==> src/rtl/bdj_pkg.sv <==
// Shared types, register indexes and defaults for the button debounce and joystick front end.
package bdj_pkg;

    localparam int BUTTON_COUNT_DEF   = 7;
    localparam int ADC_FULL_SCALE_DEF = 4095;

    // Width of the pin, acknowledge and button mask fields on the ports.
    localparam int PIN_W = 7;
    localparam int ADC_W = 12;
    localparam int PCT_W = 8;

    localparam int PCT_FULL    = 100;
    localparam int PCT_OVER    = 101;
    localparam int QUEUE_DEPTH = 2;

    localparam int CFG_INDEX_W = 3;
    localparam int CFG_DATA_W  = 16;

    localparam logic [CFG_INDEX_W-1:0] REG_DEBOUNCE_TIME    = 3'd0;
    localparam logic [CFG_INDEX_W-1:0] REG_DEAD_ZONE        = 3'd1;
    localparam logic [CFG_INDEX_W-1:0] REG_CENTER_X         = 3'd2;
    localparam logic [CFG_INDEX_W-1:0] REG_CENTER_Y         = 3'd3;
    localparam logic [CFG_INDEX_W-1:0] REG_FORWARD_POSITIVE = 3'd4;
    localparam logic [CFG_INDEX_W-1:0] REG_PINS_ACTIVE_LOW  = 3'd5;
    localparam logic [CFG_INDEX_W-1:0] REG_HELD_ENABLE      = 3'd6;
    localparam logic [CFG_INDEX_W-1:0] REG_EVENT_ENABLE     = 3'd7;

    typedef struct packed {
        logic [15:0]      debounce_time;
        logic [ADC_W-1:0] dead_zone;
        logic [ADC_W-1:0] center_x;
        logic [ADC_W-1:0] center_y;
        logic             forward_positive;
        logic             pins_active_low;
        logic [PIN_W-1:0] held_enable;
        logic [PIN_W-1:0] event_enable;
    } cfg_t;

    localparam cfg_t CFG_RESET = '{
        debounce_time:    16'd30,
        dead_zone:        12'd100,
        center_x:         12'd2048,
        center_y:         12'd2048,
        forward_positive: 1'b1,
        pins_active_low:  1'b1,
        held_enable:      7'd112,
        event_enable:     7'd31
    };

    // Input item as packed on s_tdata, last field in the lowest bits.
    typedef struct packed {
        logic [1:0]       pad;
        logic [PIN_W-1:0] ack_mask;
        logic [ADC_W-1:0] stick_y_raw;
        logic [ADC_W-1:0] stick_x_raw;
        logic [PIN_W-1:0] raw_pins;
        logic [31:0]      now_ms;
    } in_item_t;

    // Result item as packed on m_tdata.
    typedef struct packed {
        logic [1:0]       pad;
        logic [PIN_W-1:0] edge_events;
        logic [PIN_W-1:0] held_buttons;
        logic [PCT_W-1:0] stick_y;
        logic [PCT_W-1:0] stick_x;
    } out_item_t;

    localparam int IN_DATA_W  = $bits(in_item_t);
    localparam int OUT_DATA_W = $bits(out_item_t);

    // What the front part hands to the back part for one item.
    typedef struct packed {
        logic [ADC_W-1:0] stick_x_raw;
        logic [ADC_W-1:0] stick_y_raw;
        logic [PIN_W-1:0] held_buttons;
        logic [PIN_W-1:0] edge_events;
    } entry_t;

    typedef struct packed {
        logic push;
        logic pop;
    } q_ctrl_t;

    typedef struct packed {
        logic full;
        logic empty;
    } q_stat_t;

endpackage

==> src/rtl/bdj_front.sv <==
// Front part: takes input items, clears acknowledged events and debounces the buttons.
module bdj_front #(
    parameter int BUTTON_COUNT = bdj_pkg::BUTTON_COUNT_DEF
) (
    input  logic                           aclk,
    input  logic                           aresetn,
    input  bdj_pkg::cfg_t                  cfg,
    input  logic                           s_tvalid,
    // s_tdata: now_ms, raw_pins, stick_x_raw, stick_y_raw, ack_mask, zero pad
    input  logic [bdj_pkg::IN_DATA_W-1:0]  s_tdata,
    output logic                           s_tready,
    input  bdj_pkg::q_stat_t               q_stat,
    output logic                           q_push,
    output bdj_pkg::entry_t                q_entry
);

    localparam int VEC_W = (BUTTON_COUNT > bdj_pkg::PIN_W) ? BUTTON_COUNT : bdj_pkg::PIN_W;

    bdj_pkg::in_item_t item;

    logic [BUTTON_COUNT-1:0] last_raw_reg, last_raw_next;
    logic [BUTTON_COUNT-1:0] stable_reg, stable_next;
    logic [BUTTON_COUNT-1:0] pending_reg, pending_next;
    logic [31:0]             change_time_reg [BUTTON_COUNT];
    logic [31:0]             change_time_next [BUTTON_COUNT];
    logic [BUTTON_COUNT-1:0] settle;
    logic [BUTTON_COUNT-1:0] set_event;

    logic [VEC_W-1:0] pins_pad, ack_pad, event_en_pad, stable_pad, pending_pad;

    logic accept;

    assign item     = bdj_pkg::in_item_t'(s_tdata);
    assign s_tready = !q_stat.full;
    assign accept   = s_tvalid && s_tready;

    always_comb begin
        pins_pad     = VEC_W'(item.raw_pins);
        ack_pad      = VEC_W'(item.ack_mask);
        event_en_pad = VEC_W'(cfg.event_enable);
        for (int i = 0; i < BUTTON_COUNT; i++) begin
            // An active level is the pin level, inverted for active-low pins.
            last_raw_next[i] = pins_pad[i] ^ cfg.pins_active_low;
            change_time_next[i] = (last_raw_next[i] != last_raw_reg[i]) ?
                                  item.now_ms : change_time_reg[i];
            settle[i] = (stable_reg[i] != last_raw_next[i]) &&
                        ((item.now_ms - change_time_next[i]) >= 32'(cfg.debounce_time));
            stable_next[i] = settle[i] ? last_raw_next[i] : stable_reg[i];
            set_event[i]   = settle[i] && last_raw_next[i] && event_en_pad[i];
        end
        pending_next = (pending_reg & ~ack_pad[BUTTON_COUNT-1:0]) | set_event;
        stable_pad   = VEC_W'(stable_next);
        pending_pad  = VEC_W'(pending_next);
    end

    assign q_push = accept;

    always_comb begin
        q_entry.stick_x_raw  = item.stick_x_raw;
        q_entry.stick_y_raw  = item.stick_y_raw;
        q_entry.held_buttons = stable_pad[bdj_pkg::PIN_W-1:0] & cfg.held_enable;
        q_entry.edge_events  = pending_pad[bdj_pkg::PIN_W-1:0];
    end

    always_ff @(posedge aclk) begin
        if (!aresetn) begin
            last_raw_reg <= '0;
            stable_reg   <= '0;
            pending_reg  <= '0;
            for (int i = 0; i < BUTTON_COUNT; i++) begin
                change_time_reg[i] <= '0;
            end
        end else if (accept) begin
            last_raw_reg <= last_raw_next;
            stable_reg   <= stable_next;
            pending_reg  <= pending_next;
            for (int i = 0; i < BUTTON_COUNT; i++) begin
                change_time_reg[i] <= change_time_next[i];
            end
        end
    end

endmodule

==> src/rtl/bdj_queue.sv <==
// Short first-in first-out queue of items between the front and back parts.
module bdj_queue (
    input  logic             aclk,
    input  logic             aresetn,
    input  bdj_pkg::q_ctrl_t ctrl,
    input  bdj_pkg::entry_t  wr_entry,
    output bdj_pkg::q_stat_t stat,
    output bdj_pkg::entry_t  rd_entry
);

    localparam int DEPTH = bdj_pkg::QUEUE_DEPTH;
    localparam int PTR_W = (DEPTH > 1) ? $clog2(DEPTH) : 1;
    localparam int CNT_W = $clog2(DEPTH + 1);

    bdj_pkg::entry_t  slot_reg [DEPTH];
    logic [PTR_W-1:0] wr_ptr_reg, rd_ptr_reg;
    logic [CNT_W-1:0] count_reg;
    logic             do_push, do_pop;

    assign stat.full  = (count_reg == CNT_W'(DEPTH));
    assign stat.empty = (count_reg == '0);
    assign do_push    = ctrl.push && !stat.full;
    assign do_pop     = ctrl.pop && !stat.empty;
    assign rd_entry   = slot_reg[rd_ptr_reg];

    always_ff @(posedge aclk) begin
        if (do_push) begin
            slot_reg[wr_ptr_reg] <= wr_entry;
        end
    end

    always_ff @(posedge aclk) begin
        if (!aresetn) begin
            wr_ptr_reg <= '0;
            rd_ptr_reg <= '0;
            count_reg  <= '0;
        end else begin
            if (do_push) begin
                wr_ptr_reg <= (wr_ptr_reg == PTR_W'(DEPTH - 1)) ? '0 : wr_ptr_reg + 1'b1;
            end
            if (do_pop) begin
                rd_ptr_reg <= (rd_ptr_reg == PTR_W'(DEPTH - 1)) ? '0 : rd_ptr_reg + 1'b1;
            end
            if (do_push && !do_pop) begin
                count_reg <= count_reg + 1'b1;
            end else if (do_pop && !do_push) begin
                count_reg <= count_reg - 1'b1;
            end
        end
    end

endmodule

==> src/rtl/bdj_back.sv <==
// Back part: scales both joystick axes through one serial divider and drives the result.
module bdj_back #(
    parameter int ADC_FULL_SCALE = bdj_pkg::ADC_FULL_SCALE_DEF
) (
    input  logic                           aclk,
    input  logic                           aresetn,
    input  bdj_pkg::cfg_t                  cfg,
    input  bdj_pkg::q_stat_t               q_stat,
    input  bdj_pkg::entry_t                q_entry,
    output logic                           q_pop,
    output logic                           m_tvalid,
    input  logic                           m_tready,
    // m_tdata: stick_x, stick_y, held_buttons, edge_events, zero pad
    output logic [bdj_pkg::OUT_DATA_W-1:0] m_tdata
);

    localparam int FS_W = $clog2(ADC_FULL_SCALE + 1);
    localparam int RW   = (FS_W > bdj_pkg::ADC_W) ? FS_W : bdj_pkg::ADC_W;
    localparam int SW   = RW + 2;
    localparam int NW   = RW + 7;
    localparam int AW   = bdj_pkg::ADC_W;
    localparam int QW   = 7;

    typedef enum logic [2:0] {
        ST_IDLE,
        ST_PREP,
        ST_TEST,
        ST_DIV,
        ST_FIN,
        ST_EMIT
    } state_t;

    state_t                    state_reg;
    bdj_pkg::entry_t           ent_reg;
    logic                      axis_reg;
    logic [NW-1:0]             num_reg;
    logic [RW-1:0]             den_reg;
    logic                      neg_reg;
    logic [NW-1:0]             rem_reg;
    logic [QW-1:0]             q_reg;
    logic [2:0]                bit_reg;
    logic [bdj_pkg::PCT_W-1:0] x_res_reg;
    logic [bdj_pkg::PCT_W-1:0] y_res_reg;
    logic                      m_tvalid_reg;
    bdj_pkg::out_item_t        m_item_reg;

    logic [AW-1:0]        raw, center;
    logic signed [AW:0]   delta, delta_neg;
    logic [AW-1:0]        mag;
    logic                 delta_pos;
    logic signed [SW-1:0] range_s, dz_s, den_s;
    logic                 zero_out;
    logic [NW-1:0]        num_calc;
    logic [NW-1:0]        den_over;
    logic [NW-1:0]        den_shift;
    logic                 sign_out;
    logic [bdj_pkg::PCT_W-1:0] pct_ext, pct_val;

    always_comb begin
        raw       = axis_reg ? ent_reg.stick_y_raw : ent_reg.stick_x_raw;
        center    = axis_reg ? cfg.center_y : cfg.center_x;
        delta     = $signed({1'b0, raw}) - $signed({1'b0, center});
        delta_neg = -delta;
        mag       = delta[AW] ? delta_neg[AW-1:0] : delta[AW-1:0];
        delta_pos = !delta[AW] && (delta != '0);
        dz_s      = $signed(SW'(cfg.dead_zone));
        // Range runs from the centre to the end of the scale on the side of the deviation.
        range_s   = delta_pos ? $signed(SW'(ADC_FULL_SCALE)) - $signed(SW'(center))
                              : $signed(SW'(center));
        den_s     = range_s - dz_s;
        zero_out  = (mag <= cfg.dead_zone) || (range_s <= dz_s);
        num_calc  = NW'(mag - cfg.dead_zone) * NW'(bdj_pkg::PCT_FULL);
    end

    assign den_over  = NW'(den_reg) * NW'(bdj_pkg::PCT_OVER);
    assign den_shift = NW'(den_reg) << bit_reg;

    always_comb begin
        sign_out = neg_reg ^ (axis_reg && !cfg.forward_positive);
        pct_ext  = bdj_pkg::PCT_W'(q_reg);
        pct_val  = sign_out ? (~pct_ext + 1'b1) : pct_ext;
    end

    assign q_pop    = (state_reg == ST_IDLE) && !q_stat.empty;
    assign m_tvalid = m_tvalid_reg;
    assign m_tdata  = m_item_reg;

    always_ff @(posedge aclk) begin
        if (!aresetn) begin
            state_reg    <= ST_IDLE;
            axis_reg     <= 1'b0;
            m_tvalid_reg <= 1'b0;
        end else begin
            // In the emit state the result register is handled by that state alone.
            if (m_tready && state_reg != ST_EMIT) begin
                m_tvalid_reg <= 1'b0;
            end
            case (state_reg)
                ST_IDLE: begin
                    if (!q_stat.empty) begin
                        ent_reg   <= q_entry;
                        axis_reg  <= 1'b0;
                        state_reg <= ST_PREP;
                    end
                end
                ST_PREP: begin
                    num_reg <= num_calc;
                    den_reg <= den_s[RW-1:0];
                    neg_reg <= delta[AW];
                    if (zero_out) begin
                        q_reg     <= '0;
                        state_reg <= ST_FIN;
                    end else begin
                        state_reg <= ST_TEST;
                    end
                end
                ST_TEST: begin
                    // Past 100 percent the result clamps; below it the quotient has 7 bits.
                    if (num_reg >= den_over) begin
                        q_reg     <= QW'(bdj_pkg::PCT_FULL);
                        state_reg <= ST_FIN;
                    end else begin
                        q_reg     <= '0;
                        rem_reg   <= num_reg;
                        bit_reg   <= 3'(QW - 1);
                        state_reg <= ST_DIV;
                    end
                end
                ST_DIV: begin
                    if (rem_reg >= den_shift) begin
                        rem_reg        <= rem_reg - den_shift;
                        q_reg[bit_reg] <= 1'b1;
                    end
                    if (bit_reg == '0) begin
                        state_reg <= ST_FIN;
                    end else begin
                        bit_reg <= bit_reg - 1'b1;
                    end
                end
                ST_FIN: begin
                    if (!axis_reg) begin
                        x_res_reg <= pct_val;
                        axis_reg  <= 1'b1;
                        state_reg <= ST_PREP;
                    end else begin
                        y_res_reg <= pct_val;
                        state_reg <= ST_EMIT;
                    end
                end
                ST_EMIT: begin
                    if (!m_tvalid_reg || m_tready) begin
                        m_item_reg.pad          <= '0;
                        m_item_reg.stick_x      <= x_res_reg;
                        m_item_reg.stick_y      <= y_res_reg;
                        m_item_reg.held_buttons <= ent_reg.held_buttons;
                        m_item_reg.edge_events  <= ent_reg.edge_events;
                        m_tvalid_reg            <= 1'b1;
                        state_reg               <= ST_IDLE;
                    end
                end
                default: begin
                    state_reg <= ST_IDLE;
                end
            endcase
        end
    end

endmodule

==> src/rtl/button_debounce_joystick_frontend.sv <==
// Flow: the back part takes an item from the queue, then per axis runs a setup, a clamp test,
// 7 restoring steps of the serial divider that both axes share and a sign step (only setup,
// test and sign when clamped, setup and sign in the dead zone), and then drives the result,
// waiting while the earlier result is not yet taken; only then does it take the next item.
// The front part accepts items while the two-entry queue has room. Reset (synchronous, active
// low) restores register defaults and sets every button inactive with no pending events.
module button_debounce_joystick_frontend #(
    parameter int BUTTON_COUNT   = bdj_pkg::BUTTON_COUNT_DEF,
    parameter int ADC_FULL_SCALE = bdj_pkg::ADC_FULL_SCALE_DEF
) (
    input  logic                            aclk,
    input  logic                            aresetn,
    input  logic                            cfg_valid,
    output logic                            cfg_ready,
    input  logic [bdj_pkg::CFG_INDEX_W-1:0] cfg_index,
    input  logic [bdj_pkg::CFG_DATA_W-1:0]  cfg_data,
    input  logic                            s_tvalid,
    output logic                            s_tready,
    // s_tdata: now_ms, raw_pins, stick_x_raw, stick_y_raw, ack_mask, zero pad
    input  logic [bdj_pkg::IN_DATA_W-1:0]   s_tdata,
    output logic                            m_tvalid,
    input  logic                            m_tready,
    // m_tdata: stick_x, stick_y, held_buttons, edge_events, zero pad
    output logic [bdj_pkg::OUT_DATA_W-1:0]  m_tdata
);

    bdj_pkg::cfg_t    cfg_reg;
    bdj_pkg::q_ctrl_t q_ctrl;
    bdj_pkg::q_stat_t q_stat;
    bdj_pkg::entry_t  wr_entry, rd_entry;
    logic             q_push, q_pop;

    assign cfg_ready = 1'b1;

    always_comb begin
        q_ctrl.push = q_push;
        q_ctrl.pop  = q_pop;
    end

    always_ff @(posedge aclk) begin
        if (!aresetn) begin
            cfg_reg <= bdj_pkg::CFG_RESET;
        end else if (cfg_valid && cfg_ready) begin
            case (cfg_index)
                bdj_pkg::REG_DEBOUNCE_TIME:    cfg_reg.debounce_time    <= cfg_data;
                bdj_pkg::REG_DEAD_ZONE:        cfg_reg.dead_zone        <= cfg_data[11:0];
                bdj_pkg::REG_CENTER_X:         cfg_reg.center_x         <= cfg_data[11:0];
                bdj_pkg::REG_CENTER_Y:         cfg_reg.center_y         <= cfg_data[11:0];
                bdj_pkg::REG_FORWARD_POSITIVE: cfg_reg.forward_positive <= cfg_data[0];
                bdj_pkg::REG_PINS_ACTIVE_LOW:  cfg_reg.pins_active_low  <= cfg_data[0];
                bdj_pkg::REG_HELD_ENABLE:      cfg_reg.held_enable      <= cfg_data[6:0];
                bdj_pkg::REG_EVENT_ENABLE:     cfg_reg.event_enable     <= cfg_data[6:0];
                default: begin
                end
            endcase
        end
    end

    bdj_front #(
        .BUTTON_COUNT(BUTTON_COUNT)
    ) u_front (
        .aclk     (aclk),
        .aresetn  (aresetn),
        .cfg      (cfg_reg),
        .s_tvalid (s_tvalid),
        .s_tdata  (s_tdata),
        .s_tready (s_tready),
        .q_stat   (q_stat),
        .q_push   (q_push),
        .q_entry  (wr_entry)
    );

    bdj_queue u_queue (
        .aclk     (aclk),
        .aresetn  (aresetn),
        .ctrl     (q_ctrl),
        .wr_entry (wr_entry),
        .stat     (q_stat),
        .rd_entry (rd_entry)
    );

    bdj_back #(
        .ADC_FULL_SCALE(ADC_FULL_SCALE)
    ) u_back (
        .aclk     (aclk),
        .aresetn  (aresetn),
        .cfg      (cfg_reg),
        .q_stat   (q_stat),
        .q_entry  (rd_entry),
        .q_pop    (q_pop),
        .m_tvalid (m_tvalid),
        .m_tready (m_tready),
        .m_tdata  (m_tdata)
    );

endmodule
==> config.mk <==
export PLATFORM = sky130hd
export DESIGN_NAME = button_debounce_joystick_frontend
export DESIGN_NICKNAME = d
export VERILOG_FILES = /design/src/rtl/bdj_pkg.sv /design/src/rtl/bdj_front.sv /design/src/rtl/bdj_queue.sv /design/src/rtl/bdj_back.sv /design/src/rtl/button_debounce_joystick_frontend.sv
export SDC_FILE = /design/constraint.sdc
export NUM_CORES = 2
export LEC_CHECK = 0
export BUFFER_PORTS_ARGS = -buffer_cell sky130_fd_sc_hd__buf_2
export CAP_MARGIN = 15
export CORE_MARGIN = 2
export CORE_UTILIZATION = 58
export DETAILED_ROUTE_END_ITERATION = 8
export PLACE_DENSITY = 0.79
export SLEW_MARGIN = 20
export SYNTH_ARGS = -nofsm -noshare
export SYNTH_HDL_FRONTEND = slang
export SYNTH_SLANG_ARGS = --single-unit
export TNS_END_PERCENT = 10
==> constraint.sdc <==
create_clock -name aclk -period 8.5 [get_ports aclk]
set_clock_uncertainty 0.05 [all_clocks]
set_input_delay 1.275 -clock aclk [delete_from_list [all_inputs] [get_ports aclk]]
set_output_delay 1.275 -clock aclk [all_outputs]
set_load 0.1 [all_outputs]
==> impl_metrics.ini <==
[setup_path]
worst_path_most_repeated_cell = ha_1
r2r-start = u_back.axis_reg
cp-endpoint = u_back.num_reg[18]
slowest_delay_ns = 0.50
crit_type = flop to flop
cp_top_family = compound AO/OA/AOI/OAI gates
rrSetupSlack_ns = 0.54
cp.depth = 34
r2r_end = u_back.num_reg[18]
worstSetupStartpoint = u_back.axis_reg
cp.required_ns = 8.80
cp_num_buf_inv = 2
crit_slowest_cell = fa_1
startpoint_type = flop
cp_max_fo = 12
endpoint_kind = flop
cp.arrival_ns = 8.26
reg2reg_depth = 34

[drt]
remaining_drc_errors = 0
wire_per_inst_um = 20.1
antenna_left = 0
drt_iter0_drc = 2995
viasPerCell = 6.26
vias = 35500
drt_wl_total_um = 114000
first_pass_iters = 8

[synthesis]
synth_edf_count = 443
async_flop_share = 0
ys_seq_area_frac = 0.353
syn_avg_cell_area_um2 = 9.43
synth_ff_type = edfxtp_1
synthesis.area_mm2 = 0.0432
ys_types = 99
yosysTopAreaCell = edfxtp_1
synth_top_area_frac = 0.308
ys_ff_latch = 541
synth_area_leaders = edfxtp_1 (31%), ha_1 (14%), mux2i_1 (6.2%)
yosys_warnings = 0
netlist_instances = 4579

[floorplan]
dieArea_mm2 = 0.0767
num_io_pins = 131
num_rows = 100
initial_utilization = 0.583
die_w_um = 277
die_h_um = 277
core_area_mm2 = 0.0741

[sta]
drv_slew = 0
max_freq_mhz = 126
finalSetupViolations = 0
max_slew_margin = 0.239
period_share = 0.936
worst_pin_slew_ns = 1.14
fin_crit_ns = 7.96
hold_viol = 0

[clock_network]
cts_tree = built
cts.sinks = 541
cts_made_buffers = 59
hold_buffers = 0
clock-root-buffer = clkbuf_16
clk_pin_slew_ns = 0.06
clock_latency_ns = 0.66
htreeDepth = 2
clk_path_buf_depth = 3

[cells_and_area]
largest_reg_flops = 224
final_common_cell = ha_1
layoutNonFillerInstCount = 5669
final_nets = 5278
layout_common_cells = ha_1 (497), nor2_1 (444), edfxtp_1 (443), nand2_1 (416), a21oi_1 (362)
drive_above_1_share = 0.0787
area_growth_pct = 8.38

[power_and_ir_drop]
p_leak_nw = 19.7
p_total_mw = 20.6
power_density_mw_per_mm2 = 440
ir_drop_mv = 1.15

[grt]
use_met1 = 0.379
grt_pass1_vias = 34100
overflow = 0
grt_pass1_wl_um = 180000
antenna_found_initial = 1
grt_busiest_layer = met2
grtUsageMet2 = 0.492
grt_max_degree = 192
grt_util_all_layers = 0.290
use_met3 = 0.0294

[placed_design]
dp_hpwl_um = 82400
port-buffer-count = 125
gp_congestion = 0.952
place_inst = 5555

[status]
status = finished clean

[worst_hold_path]
hold_start = u_back.x_res_reg[7]
hold_path_class = flop to flop

[flow_run]
cap_violations = 0
[kinds of logic after synthesis]
| family | share of synthesized area |
|---|---|
| AO/OA/AOI/OAI | 0.169 |
| multiplexers | 0.0794 |
| other | 0.000174 |
| flip-flops | 0.353 |
| XOR/XNOR | 0.0515 |
| AND/OR/NAND/NOR | 0.151 |
| buffers and inverters | 0.0353 |
| adder cells (fa/ha/maj) | 0.161 |
[timing repair]
| item | 4_1_cts | 5_1_grt |
|---|---|---|
| endpoints found under the setup margin | 0 | 3 |
| buffers inserted | 0 | 0 |
| resized for setup | 0 | 3 |
[worst min path at each step]
stage,to,slack [ns],depth (start not counted)
3_3_place_gp,u_back.m_tdata[0],0.35,0
3_5_place_dp,u_back.m_tdata[4],0.35,0
2_1_floorplan,u_back.m_tdata[0],0.35,0
6_report,u_back.m_tdata[7],0.37,0
5_1_grt,u_back.m_tdata[5],0.38,0
4_1_cts,u_back.m_tdata[22],0.37,0
[Yosys cell counts (all sizes together) (59+ instances only)]
master	count
nor2b	72
nand3	95
dfxtp	98
a21oi	363
o21a	65
xnor2	151
nor3	74
nand4	61
o21ai	220
clkbuf	134
inv	240
mux2i	267
ha	497
nor2	448
nand2	418
xor2	96
mux2	59
edfxtp	443
a21o	119
[worst register-to-register path, delay by kind of cell (launching register included)]
family | cells | cell delay [ns]
AO/OA/AOI/OAI | 16 | 3.29
buffers and inverters | 2 | 0.09
adder cells (fa/ha/maj) | 6 | 2.01
flip-flops | 1 | 0.46
multiplexers | 1 | 0.38
AND/OR/NAND/NOR | 6 | 0.91
XOR/XNOR | 3 | 0.46
[stage by stage]
stage	hold WS [ns]	util	TNS, ns	setup slack [ns]	instance area (um2)
6_report	0.369	0.632	0	0.542	46800
5_1_grt	0.378	0.632	-0.0199	-0.0199	46800
3_3_place_gp	0.351	0.605	0	0.657	44800
3_5_place_dp	0.355	0.605	0	0.424	44800
2_1_floorplan	0.350	-	0	0.606	43200
4_1_cts	0.371	0.631	0	0.283	46700
[layer usage]
| metal | wire [um] | vias up |
|---|---|---|
| met5 | 0 | - |
| met4 | 5360 | 0 |
| met3 | 7150 | 256 |
| met2 | 53500 | 1163 |
| met1 | 48100 | 17000 |
| li1 | - | 17000 |
[report_power, final]
part	leakage (nW)	switching, mW	internal, mW	total, mW
logic	13.5	7.66	6.21	13.9
clock network	0.923	1.12	1.43	2.55
registers	5.26	0.182	3.97	4.16
total	19.7	8.97	11.6	20.6
[layout make-up]
cell class,count,area (um2)
fillers,6065,27300
flip-flops and latches,541,15300
clock buffers,71,1550
repair buffers,166,991
diodes,1,2.50
clock inverters,40,377
well taps,969,1210
multi-input cells,3641,26500
inverters,240,902
(Power assumes the default switching activity.)
